<file path="src/sv/deque_min_max_extract_unit_assert.svh">
// assertion macros for the deque min/max extract unit
// used by the top level; needs nothing but a clock and an active-low reset
`ifndef DEQUE_MIN_MAX_EXTRACT_UNIT_ASSERT_SVH
`define DEQUE_MIN_MAX_EXTRACT_UNIT_ASSERT_SVH

// property that must hold at every edge out of reset
`define DMME_ASSERT_ALWAYS(label, clk, rst_n, expr, msg) \
  label: assert property (@(posedge clk) disable iff (!rst_n) (expr)) else $error(msg);

// antecedent implies consequent in the same cycle
`define DMME_ASSERT_IMPLY(label, clk, rst_n, ante, cons, msg) \
  label: assert property (@(posedge clk) disable iff (!rst_n) (ante) |-> (cons)) else $error(msg);

`endif

</file>
<file path="src/sv/dmme_pkg.sv">
// shared types and constants for the deque min/max extract unit
// no dependencies
`default_nettype none

package dmme_pkg;

  localparam int DEPTH_DEF   = 16;
  localparam int KEY_W       = 32;
  localparam int VAL_W       = 32;
  localparam int FUNC_W      = 3;
  localparam int STAT_W      = 2;
  localparam int CNT_OUT_W   = 5;
  localparam int IN_TDATA_W  = 64;
  localparam int OUT_TDATA_W = 72;

  typedef enum logic [FUNC_W-1:0] {
    FN_APPEND       = 3'd0,
    FN_PUSH_FRONT   = 3'd1,
    FN_REMOVE_FIRST = 3'd2,
    FN_REMOVE_LAST  = 3'd3,
    FN_REMOVE_MIN   = 3'd4,
    FN_REMOVE_MAX   = 3'd5,
    FN_EMPTY        = 3'd6
  } func_t;

  typedef enum logic [STAT_W-1:0] {
    ST_OK    = 2'd0,
    ST_EMPTY = 2'd1,
    ST_FULL  = 2'd2
  } status_t;

  typedef enum logic [2:0] {
    CELL_HOLD,
    CELL_APPEND,
    CELL_PUSH,
    CELL_POP_FRONT,
    CELL_POP_BACK,
    CELL_EXTRACT,
    CELL_CLEAR
  } cell_op_t;

  typedef enum logic [1:0] {
    S_IDLE,
    S_SCAN,
    S_EXEC
  } state_t;

  // broadcast from the controller to every cell
  typedef struct packed {
    cell_op_t op;
    logic     scan_en;
    logic     start;
    logic     want_max;
  } cell_cmd_t;

endpackage

`default_nettype wire

</file>
<file path="src/sv/dmme_cell.sv">
// one storage cell of the deque chain: holds a key/value entry and its search state
// depends on dmme_pkg
`default_nettype none

module dmme_cell
  import dmme_pkg::*;
(
  input  wire logic             clk,
  input  wire logic             rst_n,
  input  wire cell_cmd_t        cmd,
  input  wire logic             first_i,
  input  wire logic             improve_any,
  input  wire logic [KEY_W-1:0] ins_key,
  input  wire logic [VAL_W-1:0] ins_val,
  input  wire logic [KEY_W-1:0] left_key,
  input  wire logic [VAL_W-1:0] left_val,
  input  wire logic             left_vld,
  input  wire logic             left_ge,
  input  wire logic [KEY_W-1:0] right_key,
  input  wire logic [VAL_W-1:0] right_val,
  input  wire logic             right_vld,
  input  wire logic             tok_in,
  input  wire logic [KEY_W-1:0] best_in,
  output logic      [KEY_W-1:0] key_o,
  output logic      [VAL_W-1:0] val_o,
  output logic                  vld_o,
  output logic                  ge_o,
  output logic                  tok_o,
  output logic      [KEY_W-1:0] best_o,
  output logic                  improve_o,
  output logic                  taken_o,
  output logic      [KEY_W-1:0] take_key_o,
  output logic      [VAL_W-1:0] take_val_o
);

  logic [KEY_W-1:0] key_r, key_nxt, best_r, best_nxt;
  logic [VAL_W-1:0] val_r, val_nxt;
  logic             vld_r, vld_nxt, ge_r, ge_nxt, tok_r, tok_nxt;
  logic             hit, better, taken;

  always_comb begin
    hit = tok_in & vld_r & cmd.scan_en;
    if (first_i) begin
      better = 1'b1;
    end else if (cmd.want_max) begin
      better = $signed(key_r) > $signed(best_in);
    end else begin
      better = $signed(key_r) < $signed(best_in);
    end
    tok_nxt  = hit;
    best_nxt = better ? key_r : best_in;
    // a later improvement moves the removal point past this cell
    if (hit) begin
      ge_nxt = 1'b1;
    end else if (improve_any) begin
      ge_nxt = 1'b0;
    end else begin
      ge_nxt = ge_r;
    end
  end

  always_comb begin
    key_nxt = key_r;
    val_nxt = val_r;
    vld_nxt = vld_r;
    taken   = 1'b0;
    case (cmd.op)
      CELL_APPEND: begin
        if (!vld_r && left_vld) begin
          key_nxt = ins_key;
          val_nxt = ins_val;
          vld_nxt = 1'b1;
        end
      end
      CELL_PUSH: begin
        key_nxt = left_key;
        val_nxt = left_val;
        vld_nxt = left_vld;
      end
      CELL_POP_FRONT: begin
        taken   = first_i & vld_r;
        key_nxt = right_key;
        val_nxt = right_val;
        vld_nxt = right_vld;
      end
      CELL_POP_BACK: begin
        taken   = vld_r & ~right_vld;
        vld_nxt = vld_r & right_vld;
      end
      CELL_EXTRACT: begin
        taken = vld_r & ge_r & ~left_ge;
        if (ge_r) begin
          key_nxt = right_key;
          val_nxt = right_val;
          vld_nxt = right_vld;
        end
      end
      CELL_CLEAR: vld_nxt = 1'b0;
      default:    vld_nxt = vld_r;
    endcase
  end

  always_ff @(posedge clk) begin
    if (!rst_n) begin
      vld_r <= 1'b0;
      tok_r <= 1'b0;
      ge_r  <= 1'b0;
    end else begin
      vld_r <= vld_nxt;
      tok_r <= tok_nxt;
      ge_r  <= ge_nxt;
    end
  end

  always_ff @(posedge clk) begin
    key_r  <= key_nxt;
    val_r  <= val_nxt;
    best_r <= best_nxt;
  end

  assign key_o      = key_r;
  assign val_o      = val_r;
  assign vld_o      = vld_r;
  assign ge_o       = ge_r;
  assign tok_o      = tok_r;
  assign best_o     = best_r;
  assign improve_o  = hit & better;
  assign taken_o    = taken;
  assign take_key_o = taken ? key_r : '0;
  assign take_val_o = taken ? val_r : '0;

endmodule

`default_nettype wire

</file>
<file path="src/sv/dmme_ctrl.sv">
// request sequencer, entry count and result register of the deque unit
// depends on dmme_pkg
`default_nettype none

module dmme_ctrl
  import dmme_pkg::*;
#(
  parameter int DEPTH = DEPTH_DEF
) (
  input  wire logic                   clk,
  input  wire logic                   rst_n,
  input  wire logic                   in_tvalid,
  output logic                        in_tready,
  input  wire logic [FUNC_W-1:0]      in_tuser,
  input  wire logic [IN_TDATA_W-1:0]  in_tdata,
  output logic                        out_tvalid,
  input  wire logic                   out_tready,
  output logic      [STAT_W-1:0]      out_tuser,
  output logic      [OUT_TDATA_W-1:0] out_tdata,
  input  wire logic [KEY_W-1:0]       take_key,
  input  wire logic [VAL_W-1:0]       take_val,
  output cell_cmd_t                   cmd,
  output logic      [KEY_W-1:0]       ins_key,
  output logic      [VAL_W-1:0]       ins_val,
  output logic [$clog2(DEPTH+1)-1:0]  cnt_o
);

  localparam int CW = $clog2(DEPTH + 1);
  localparam int IW = $clog2(DEPTH);

  state_t           state_r, state_nxt;
  func_t            func_r;
  logic [KEY_W-1:0] key_r, out_key_r;
  logic [VAL_W-1:0] val_r, out_val_r;
  logic [CW-1:0]    cnt_r, cnt_nxt;
  logic [IW-1:0]    scan_idx_r;
  logic             out_valid_r, out_free, exec_fire, in_fire, full, empty, scan_last;
  status_t          status, out_status_r;
  logic [CNT_OUT_W-1:0] out_cnt_r;
  func_t            in_func;

  assign in_func   = func_t'(in_tuser);
  assign in_fire   = in_tvalid & in_tready;
  assign out_free  = ~out_valid_r | out_tready;
  assign full      = cnt_r >= CW'(DEPTH);
  assign empty     = cnt_r == '0;
  assign scan_last = scan_idx_r == IW'(cnt_r - CW'(1));

  always_comb begin
    state_nxt = state_r;
    case (state_r)
      S_IDLE: begin
        if (in_fire) begin
          if ((in_func == FN_REMOVE_MIN || in_func == FN_REMOVE_MAX) && !empty) begin
            state_nxt = S_SCAN;
          end else begin
            state_nxt = S_EXEC;
          end
        end
      end
      S_SCAN: if (scan_last) state_nxt = S_EXEC;
      S_EXEC: if (out_free) state_nxt = S_IDLE;
      default: state_nxt = S_IDLE;
    endcase
  end

  always_comb begin
    in_tready    = (state_r == S_IDLE);
    cmd.op       = CELL_HOLD;
    cmd.scan_en  = 1'b0;
    cmd.start    = 1'b0;
    cmd.want_max = (func_r == FN_REMOVE_MAX);
    exec_fire    = 1'b0;
    status       = ST_OK;
    cnt_nxt      = cnt_r;
    case (state_r)
      S_SCAN: begin
        cmd.scan_en = 1'b1;
        cmd.start   = (scan_idx_r == '0);
      end
      S_EXEC: begin
        if (out_free) begin
          exec_fire = 1'b1;
          case (func_r) inside
            FN_APPEND, FN_PUSH_FRONT: begin
              if (full) begin
                status = ST_FULL;
              end else begin
                cmd.op  = (func_r == FN_APPEND) ? CELL_APPEND : CELL_PUSH;
                cnt_nxt = cnt_r + CW'(1);
              end
            end
            FN_REMOVE_FIRST, FN_REMOVE_LAST, FN_REMOVE_MIN, FN_REMOVE_MAX: begin
              if (empty) begin
                status = ST_EMPTY;
              end else begin
                cnt_nxt = cnt_r - CW'(1);
                case (func_r)
                  FN_REMOVE_FIRST: cmd.op = CELL_POP_FRONT;
                  FN_REMOVE_LAST:  cmd.op = CELL_POP_BACK;
                  default:         cmd.op = CELL_EXTRACT;
                endcase
              end
            end
            FN_EMPTY: begin
              cmd.op  = CELL_CLEAR;
              cnt_nxt = '0;
            end
            default: cnt_nxt = cnt_r;
          endcase
        end
      end
      default: cmd.op = CELL_HOLD;
    endcase
  end

  always_ff @(posedge clk) begin
    if (!rst_n) begin
      state_r     <= S_IDLE;
      cnt_r       <= '0;
      scan_idx_r  <= '0;
      out_valid_r <= 1'b0;
    end else begin
      state_r <= state_nxt;
      if (exec_fire) cnt_r <= cnt_nxt;
      if (in_fire) begin
        scan_idx_r <= '0;
      end else if (state_r == S_SCAN) begin
        scan_idx_r <= scan_idx_r + IW'(1);
      end
      if (exec_fire) begin
        out_valid_r <= 1'b1;
      end else if (out_tready) begin
        out_valid_r <= 1'b0;
      end
    end
  end

  always_ff @(posedge clk) begin
    if (in_fire) begin
      func_r <= in_func;
      key_r  <= in_tdata[KEY_W-1:0];
      val_r  <= in_tdata[KEY_W+VAL_W-1:KEY_W];
    end
    if (exec_fire) begin
      out_status_r <= status;
      out_key_r    <= take_key;
      out_val_r    <= take_val;
      out_cnt_r    <= CNT_OUT_W'(cnt_nxt);
    end
  end

  assign ins_key    = key_r;
  assign ins_val    = val_r;
  assign cnt_o      = cnt_r;
  assign out_tvalid = out_valid_r;
  assign out_tuser  = out_status_r;
  assign out_tdata  = {(OUT_TDATA_W - CNT_OUT_W - VAL_W - KEY_W)'(0),
                       out_cnt_r, out_val_r, out_key_r};

endmodule

`default_nettype wire

</file>
<file path="src/sv/deque_min_max_extract_unit.sv">
// top level of the deque min/max extract unit: controller plus a chain of entry cells
// depends on dmme_pkg, dmme_cell, dmme_ctrl and deque_min_max_extract_unit_assert.svh
`default_nettype none

// Bounded double-ended queue of up to DEPTH signed-key/value entries, packed in
// insertion order with the front in cell 0. Each input word is one request
// (append, push front, remove first, remove last, remove smallest key, remove
// largest key, empty) and yields exactly one result word carrying status, the
// removed key/value (zero when nothing is removed) and the entry count after
// the request. Ties on min/max removal pick the entry nearest the front.
// Sequence: a request is accepted in the idle state and executed in the exec
// state; insert, front/back removal and empty go there directly. Min/max
// removal on a non-empty store first scans, and a search token walks the
// cell chain one cell per clock, carrying the best key so far, and every cell
// remembers whether it lies at or after the current best; the removal then
// closes the gap in a single shift. A finished result sits in the output
// register while the next word is accepted; execution waits only if that
// register is still full.

`include "deque_min_max_extract_unit_assert.svh"

module deque_min_max_extract_unit
  import dmme_pkg::*;
#(
  parameter int DEPTH = DEPTH_DEF
) (
  input  wire logic                   clk,
  input  wire logic                   rst_n,
  input  wire logic                   in_tvalid,
  output logic                        in_tready,
  input  wire logic [FUNC_W-1:0]      in_tuser,   // [2:0] func
  input  wire logic [IN_TDATA_W-1:0]  in_tdata,   // [31:0] in_key, [63:32] in_value
  output logic                        out_tvalid,
  input  wire logic                   out_tready,
  output logic      [STAT_W-1:0]      out_tuser,  // [1:0] status
  output logic      [OUT_TDATA_W-1:0] out_tdata   // [31:0] out_key, [63:32] out_value,
                                                  // [68:64] count, rest zero
);

  localparam int CW = $clog2(DEPTH + 1);

  cell_cmd_t        cmd;
  logic [KEY_W-1:0] ins_key, take_key;
  logic [VAL_W-1:0] ins_val, take_val;
  logic [CW-1:0]    cnt;

  // per-cell outputs
  logic [KEY_W-1:0] key_w      [DEPTH];
  logic [VAL_W-1:0] val_w      [DEPTH];
  logic [KEY_W-1:0] best_w     [DEPTH];
  logic [KEY_W-1:0] take_key_w [DEPTH];
  logic [VAL_W-1:0] take_val_w [DEPTH];
  logic [DEPTH-1:0] vld_vec, ge_vec, tok_vec, improve_vec, take_vec;

  // neighbor wiring into each cell
  logic [KEY_W-1:0] lkey [DEPTH];
  logic [VAL_W-1:0] lval [DEPTH];
  logic [KEY_W-1:0] rkey [DEPTH];
  logic [VAL_W-1:0] rval [DEPTH];
  logic [KEY_W-1:0] bin  [DEPTH];
  logic [DEPTH-1:0] lvld, lge, rvld, tin, first_vec;
  logic             improve_any;

  dmme_ctrl #(
    .DEPTH (DEPTH)
  ) u_ctrl (
    .clk        (clk),
    .rst_n      (rst_n),
    .in_tvalid  (in_tvalid),
    .in_tready  (in_tready),
    .in_tuser   (in_tuser),
    .in_tdata   (in_tdata),
    .out_tvalid (out_tvalid),
    .out_tready (out_tready),
    .out_tuser  (out_tuser),
    .out_tdata  (out_tdata),
    .take_key   (take_key),
    .take_val   (take_val),
    .cmd        (cmd),
    .ins_key    (ins_key),
    .ins_val    (ins_val),
    .cnt_o      (cnt)
  );

  always_comb begin
    for (int i = 0; i < DEPTH; i++) begin
      // the head cell sees the incoming word on its left for push front
      if (i == 0) begin
        lkey[i]      = ins_key;
        lval[i]      = ins_val;
        lvld[i]      = 1'b1;
        lge[i]       = 1'b0;
        tin[i]       = cmd.start;
        bin[i]       = '0;
        first_vec[i] = 1'b1;
      end else begin
        lkey[i]      = key_w[i-1];
        lval[i]      = val_w[i-1];
        lvld[i]      = vld_vec[i-1];
        lge[i]       = ge_vec[i-1];
        tin[i]       = tok_vec[i-1];
        bin[i]       = best_w[i-1];
        first_vec[i] = 1'b0;
      end
      // tail cell shifts in an empty slot
      if (i == DEPTH - 1) begin
        rkey[i] = '0;
        rval[i] = '0;
        rvld[i] = 1'b0;
      end else begin
        rkey[i] = key_w[i+1];
        rval[i] = val_w[i+1];
        rvld[i] = vld_vec[i+1];
      end
    end
  end

  // only the cell holding the search token can raise an improvement
  assign improve_any = |improve_vec;

  for (genvar g = 0; g < DEPTH; g++) begin : g_cell
    dmme_cell u_cell (
      .clk         (clk),
      .rst_n       (rst_n),
      .cmd         (cmd),
      .first_i     (first_vec[g]),
      .improve_any (improve_any),
      .ins_key     (ins_key),
      .ins_val     (ins_val),
      .left_key    (lkey[g]),
      .left_val    (lval[g]),
      .left_vld    (lvld[g]),
      .left_ge     (lge[g]),
      .right_key   (rkey[g]),
      .right_val   (rval[g]),
      .right_vld   (rvld[g]),
      .tok_in      (tin[g]),
      .best_in     (bin[g]),
      .key_o       (key_w[g]),
      .val_o       (val_w[g]),
      .vld_o       (vld_vec[g]),
      .ge_o        (ge_vec[g]),
      .tok_o       (tok_vec[g]),
      .best_o      (best_w[g]),
      .improve_o   (improve_vec[g]),
      .taken_o     (take_vec[g]),
      .take_key_o  (take_key_w[g]),
      .take_val_o  (take_val_w[g])
    );
  end

  // at most one cell gates out its entry, so an or-merge picks it
  always_comb begin
    take_key = '0;
    take_val = '0;
    for (int i = 0; i < DEPTH; i++) begin
      take_key = take_key | take_key_w[i];
      take_val = take_val | take_val_w[i];
    end
  end

  // occupied cells always form one run starting at the head
  `DMME_ASSERT_ALWAYS(a_packed_run, clk, rst_n, ((vld_vec >> 1) & ~vld_vec) == '0,
                      "entry cells not packed toward the head")
  // controller count tracks the occupied cells
  `DMME_ASSERT_ALWAYS(a_count_match, clk, rst_n, $countones(vld_vec) == cnt,
                      "entry count differs from occupied cells")
  // min/max removal takes exactly one cell
  `DMME_ASSERT_IMPLY(a_extract_onehot, clk, rst_n, cmd.op == CELL_EXTRACT, $onehot(take_vec),
                     "min/max removal point not unique")

endmodule

`default_nettype wire

</file>
<file path="config.mk">
export PLATFORM = sky130hd
export DESIGN_NAME = deque_min_max_extract_unit
export DESIGN_NICKNAME = d
export VERILOG_FILES = /design/src/sv/dmme_pkg.sv /design/src/sv/dmme_cell.sv /design/src/sv/dmme_ctrl.sv /design/src/sv/deque_min_max_extract_unit.sv
export VERILOG_INCLUDE_DIRS = /design/src /design/src/sv
export SDC_FILE = /design/constraint.sdc
export NUM_CORES = 2
export LEC_CHECK = 0
export ABC_AREA = 0
export BUFFER_PORTS_ARGS = -buffer_cell sky130_fd_sc_hd__buf_2
export CAP_MARGIN = 25
export CORE_UTILIZATION = 30
export CTS_BUF_LIST = sky130_fd_sc_hd__clkbuf_4 sky130_fd_sc_hd__clkbuf_8 sky130_fd_sc_hd__clkbuf_16
export DETAILED_ROUTE_END_ITERATION = 6
export PLACE_DENSITY = 0.43
export SLEW_MARGIN = 20
export SYNTH_ARGS = -nofsm -noshare
export SYNTH_HDL_FRONTEND = slang
export SYNTH_SLANG_ARGS = --single-unit
</file>
<file path="constraint.sdc">
create_clock -name clk -period 10.12 [get_ports clk]
set_input_delay 2.024 -clock clk [delete_from_list [all_inputs] [get_ports clk]]
set_output_delay 2.024 -clock clk [all_outputs]
set_load 0.02 [all_outputs]
</file>
==> summary.txt <==
Synth
  – Synthesized flop and latch total: 1701
  – Seq/Total Area, Yosys: 0.552
  – Post-Syn Instances: 6827
  – Post-synth EDFFs: 1162
  – Yosys top cell area share: 0.422
  – Avg Synthesized Cell Area: 12.1 um^2
  – Post-synth cell types: 80
  – Main synth FF type: edfxtp_1
  – Synth area leader: edfxtp_1
  – Ranking of synthesized cells by area: edfxtp_1, dfxtp_1, a221o_1
  – YS warnings: 0
  – Ys async rst share: 0
  – Synth Cell Area: 82700 um^2

Timing
  – Minimum clock period: 6080 ps
  – Max Clk Rate: 164 MHz
  – Final hold viol count: 0
  – Pins Over Slew Limit: 0
  – Clock Skews: 105 ps
  – Setup violators final: 0
  – RSZ-0062 raised after global routing: false
  – Slew headroom: 0.0944
  – Setup_tns: 0 ps
  – Worst-margin pin slew: 1360 ps
  – Part of the cycle the worst path needs: 0.601

Clock tree
  – Post-CTS setup buffer count: 0
  – Root buffer cell: clkbuf_16
  – CTS tree: done
  – Insertion delay to the later sink of the worst-skew pair: 920 ps
  – Post-cts resize count: 0
  – # H-tree levels: 4
  – Clock sinks: 1701
  – TritonCTS Buffers: 204
  – Clk buf depth: 4
  – Clock slew at reported path FFs: 60 ps
  – Hold_buf cts: 0

Critical path
  – CP delay by family, top: buffers and inverters
  – CP max FO: 40
  – Crit-path cells: buf_2 > nand2b_1 > nand2b_1 > inv_6 > o21ai_2 > buf_4 > inv_1 > nand2_1 > nor2_1 > a21oi_1 > nor2b_4 > buf_4 > buf_4
  – Worst path max stage delay: 870 ps
  – R2R setup slack: 4590 ps
  – Crit path DAT: 6540 ps
  – Critical Path Start Type: primary input
  – WP data required: 10580 ps
  – Worst Setup End Kind: register
  – CP Buf/Inv Count: 6
  – Crit-path most repeated cell: buf_4
  – Critical-path top delay cell: buf_4
  – Kind of critical path: primary input to register

Floorplan
  – Chip height: 527 um
  – Starting Density: 0.302
  – Die area: 278000 um^2
  – Core area: 274000 um^2
  – I/O Pins: 147
  – Die W: 527 um
  – Rows: 192

Pwr
  – Leak: 36.3 nW
  – Max IR drop VDD: 0.210 mV
  – Power, Total: 0.0228 W
  – Power Density: 242 nW/um^2

GRT
  – Total GRT Usage: 0.237
  – First-pass GRT wire length: 478000 um
  – Number of global-route vias before repair: 61400
  – Initial antenna violation count: 24
  – Pin count of the biggest net entering global routing: 188
  – Remaining Overflow, GRT: 0

Drt
  – Via/cell ratio: 5.98
  – TritonRoute pass-1 iters: 7
  – Final ANT Viol Nets: 0
  – Routed vias: 63300
  – DRC violations left: 0
  – Routed length per instance: 32.1 um
  – Iteration-0 DRC count of the detailed router: 8608
  – WL final: 340000 um

Placement
  – # port buffers: 143
  – Post-DP HPWL: 216000 um
  – DP Cell Count: 10200
  – Placer Congestion: 0.859

Finish
  – Net count, final: 7386
  – Layout overhead on the synthesized area: 14.0%
  – Share of cells above drive strength 1: 0.153
  – Filler cell count: 26900
  – Fin cells: 10600

Job
  – Max-Cap Viols: 0

Outcome
  – Status: finished clean

Hold path
  – HP Class: register to register
sequential cells by signal (all words and copies together), names as in the netlist, 3 cells and up:
name / flops
g_cell.u_cell.ge_o: 16
u_ctrl.scan_idx_r: 4
g_cell.u_cell.key_o: 512
u_ctrl.func_r: 3
u_ctrl.ins_val: 32
g_cell.u_cell.best_o: 480
u_ctrl.out_key_r: 32
g_cell.u_cell.val_o: 512
g_cell.u_cell.vld_o: 16
u_ctrl.out_cnt_r: 5
u_ctrl.ins_key: 32
g_cell.u_cell.tok_o: 15
u_ctrl.cnt_o: 5
u_ctrl.out_val_r: 32
per-layer routing:
| layer | global-route usage | vias up | wire (um) |
|---|---|---|---|
| met5 | 0 | - | 57 |
| met4 | 0.0676 | 8 | 10100 |
| met3 | 0.0377 | 536 | 26800 |
| met2 | 0.373 | 3174 | 154000 |
| met1 | 0.333 | 32400 | 149000 |
| li1 | - | 27200 | - |
cells by family (layout without fill, tap and decap cells):
| family | count (synthesis) | after routing | share of synthesized area |
|---|---|---|---|
| compound gates | 2109 | 2109 | 0.210 |
| fa+ha+maj | 485 | 485 | 0.0734 |
| simple gates | 1112 | 1112 | 0.0632 |
| xor+xnor | 26 | 26 | 0.00275 |
| flops | 1701 | 1701 | 0.552 |
| mux | 368 | 368 | 0.0498 |
| other cells | 1 | 11 | 0.0000453 |
| buf+inv | 1025 | 1199 | 0.0486 |
final cells by class:
class	instances	area [um^2]	share of cell area
Antenna cell	8	20.0	0.000212
Clock buffer	284	5840	0.0619
Clock inverter	95	701	0.00743
Inverter	518	1950	0.0207
Multi-Input combinational cell	4103	33500	0.355
Sequential cell	1701	45700	0.484
Tap cell	3589	4490	0.0476
Timing Repair Buffer	302	2170	0.0230
worst paths after layout:
path | startpoint | to | depth (start not counted)
worst max-delay path | out_tready | g_cell[8].u_cell.val_o[24] | 13
worst min-delay path | g_cell[12].u_cell.best_o[30] | g_cell[13].u_cell.best_o[30] | 1
worst max register to register | g_cell[3].u_cell.key_o[15] | g_cell[14].u_cell.ge_o | 12
worst min register to register | g_cell[12].u_cell.best_o[30] | g_cell[13].u_cell.best_o[30] | 1
cells in the final DEF (no fill, tap or decap), types with 33 or more instances in the layout:
cell type	n
nand4_1	122
inv_1	516
clkinv_1	37
clkbuf_16	206
ha_1	485
clkbuf_4	62
nand2b_1	33
edfxtp_1	1162
a221o_1	899
a222oi_1	64
nand2_1	458
mux2_2	346
a22oi_1	142
a22o_1	123
nor2_1	149
clkinv_2	37
nand3_1	169
a21o_1	107
buf_2	143
dfxtp_1	539
o21ai_0	207
a221oi_1	139
a21oi_1	291
buf_4	139
synthesized netlist by cell type, drive strengths merged, types with 8 or more instances:
| master | instances |
|---|---|
| nand3 | 170 |
| nor4 | 19 |
| mux2 | 346 |
| and2 | 10 |
| xor2 | 8 |
| a22oi | 142 |
| nor2b | 36 |
| inv | 518 |
| a21o | 107 |
| a21oi | 294 |
| a221o | 899 |
| a222oi | 64 |
| a22o | 123 |
| ha | 485 |
| buf | 105 |
| a221oi | 139 |
| o22ai | 19 |
| edfxtp | 1162 |
| and3 | 27 |
| xnor2 | 18 |
| o211ai | 22 |
| nand2b | 33 |
| a211oi | 9 |
| dfxtp | 539 |
| a31oi | 14 |
| nand4 | 122 |
| mux2i | 22 |
| nand2 | 461 |
| o21ai | 214 |
| nor2 | 161 |
| nor3 | 30 |
| clkbuf | 402 |
| a41oi | 13 |
through the flow:
stage | hold slack, ps | utilization | worst slack [ps] | cell area, um^2
final | 407 | 0.344 | 4040 | 94300
after global routing | 426 | 0.344 | 3870 | 94300
after CTS | 400 | 0.344 | 4180 | 94200
after detailed placement | 404 | 0.320 | 3290 | 87600
after global placement | 411 | 0.319 | 2870 | 87400
after floorplan | 371 | - | 1110 | 82700
power breakdown:
part | total (W) | internal [W] | switching, W
Combinational | 0.00622 | 0.00244 | 0.00378
Clock | 0.00735 | 0.00421 | 0.00314
Sequential | 0.00928 | 0.00864 | 0.000643
Power figures use the tool's default switching activity.
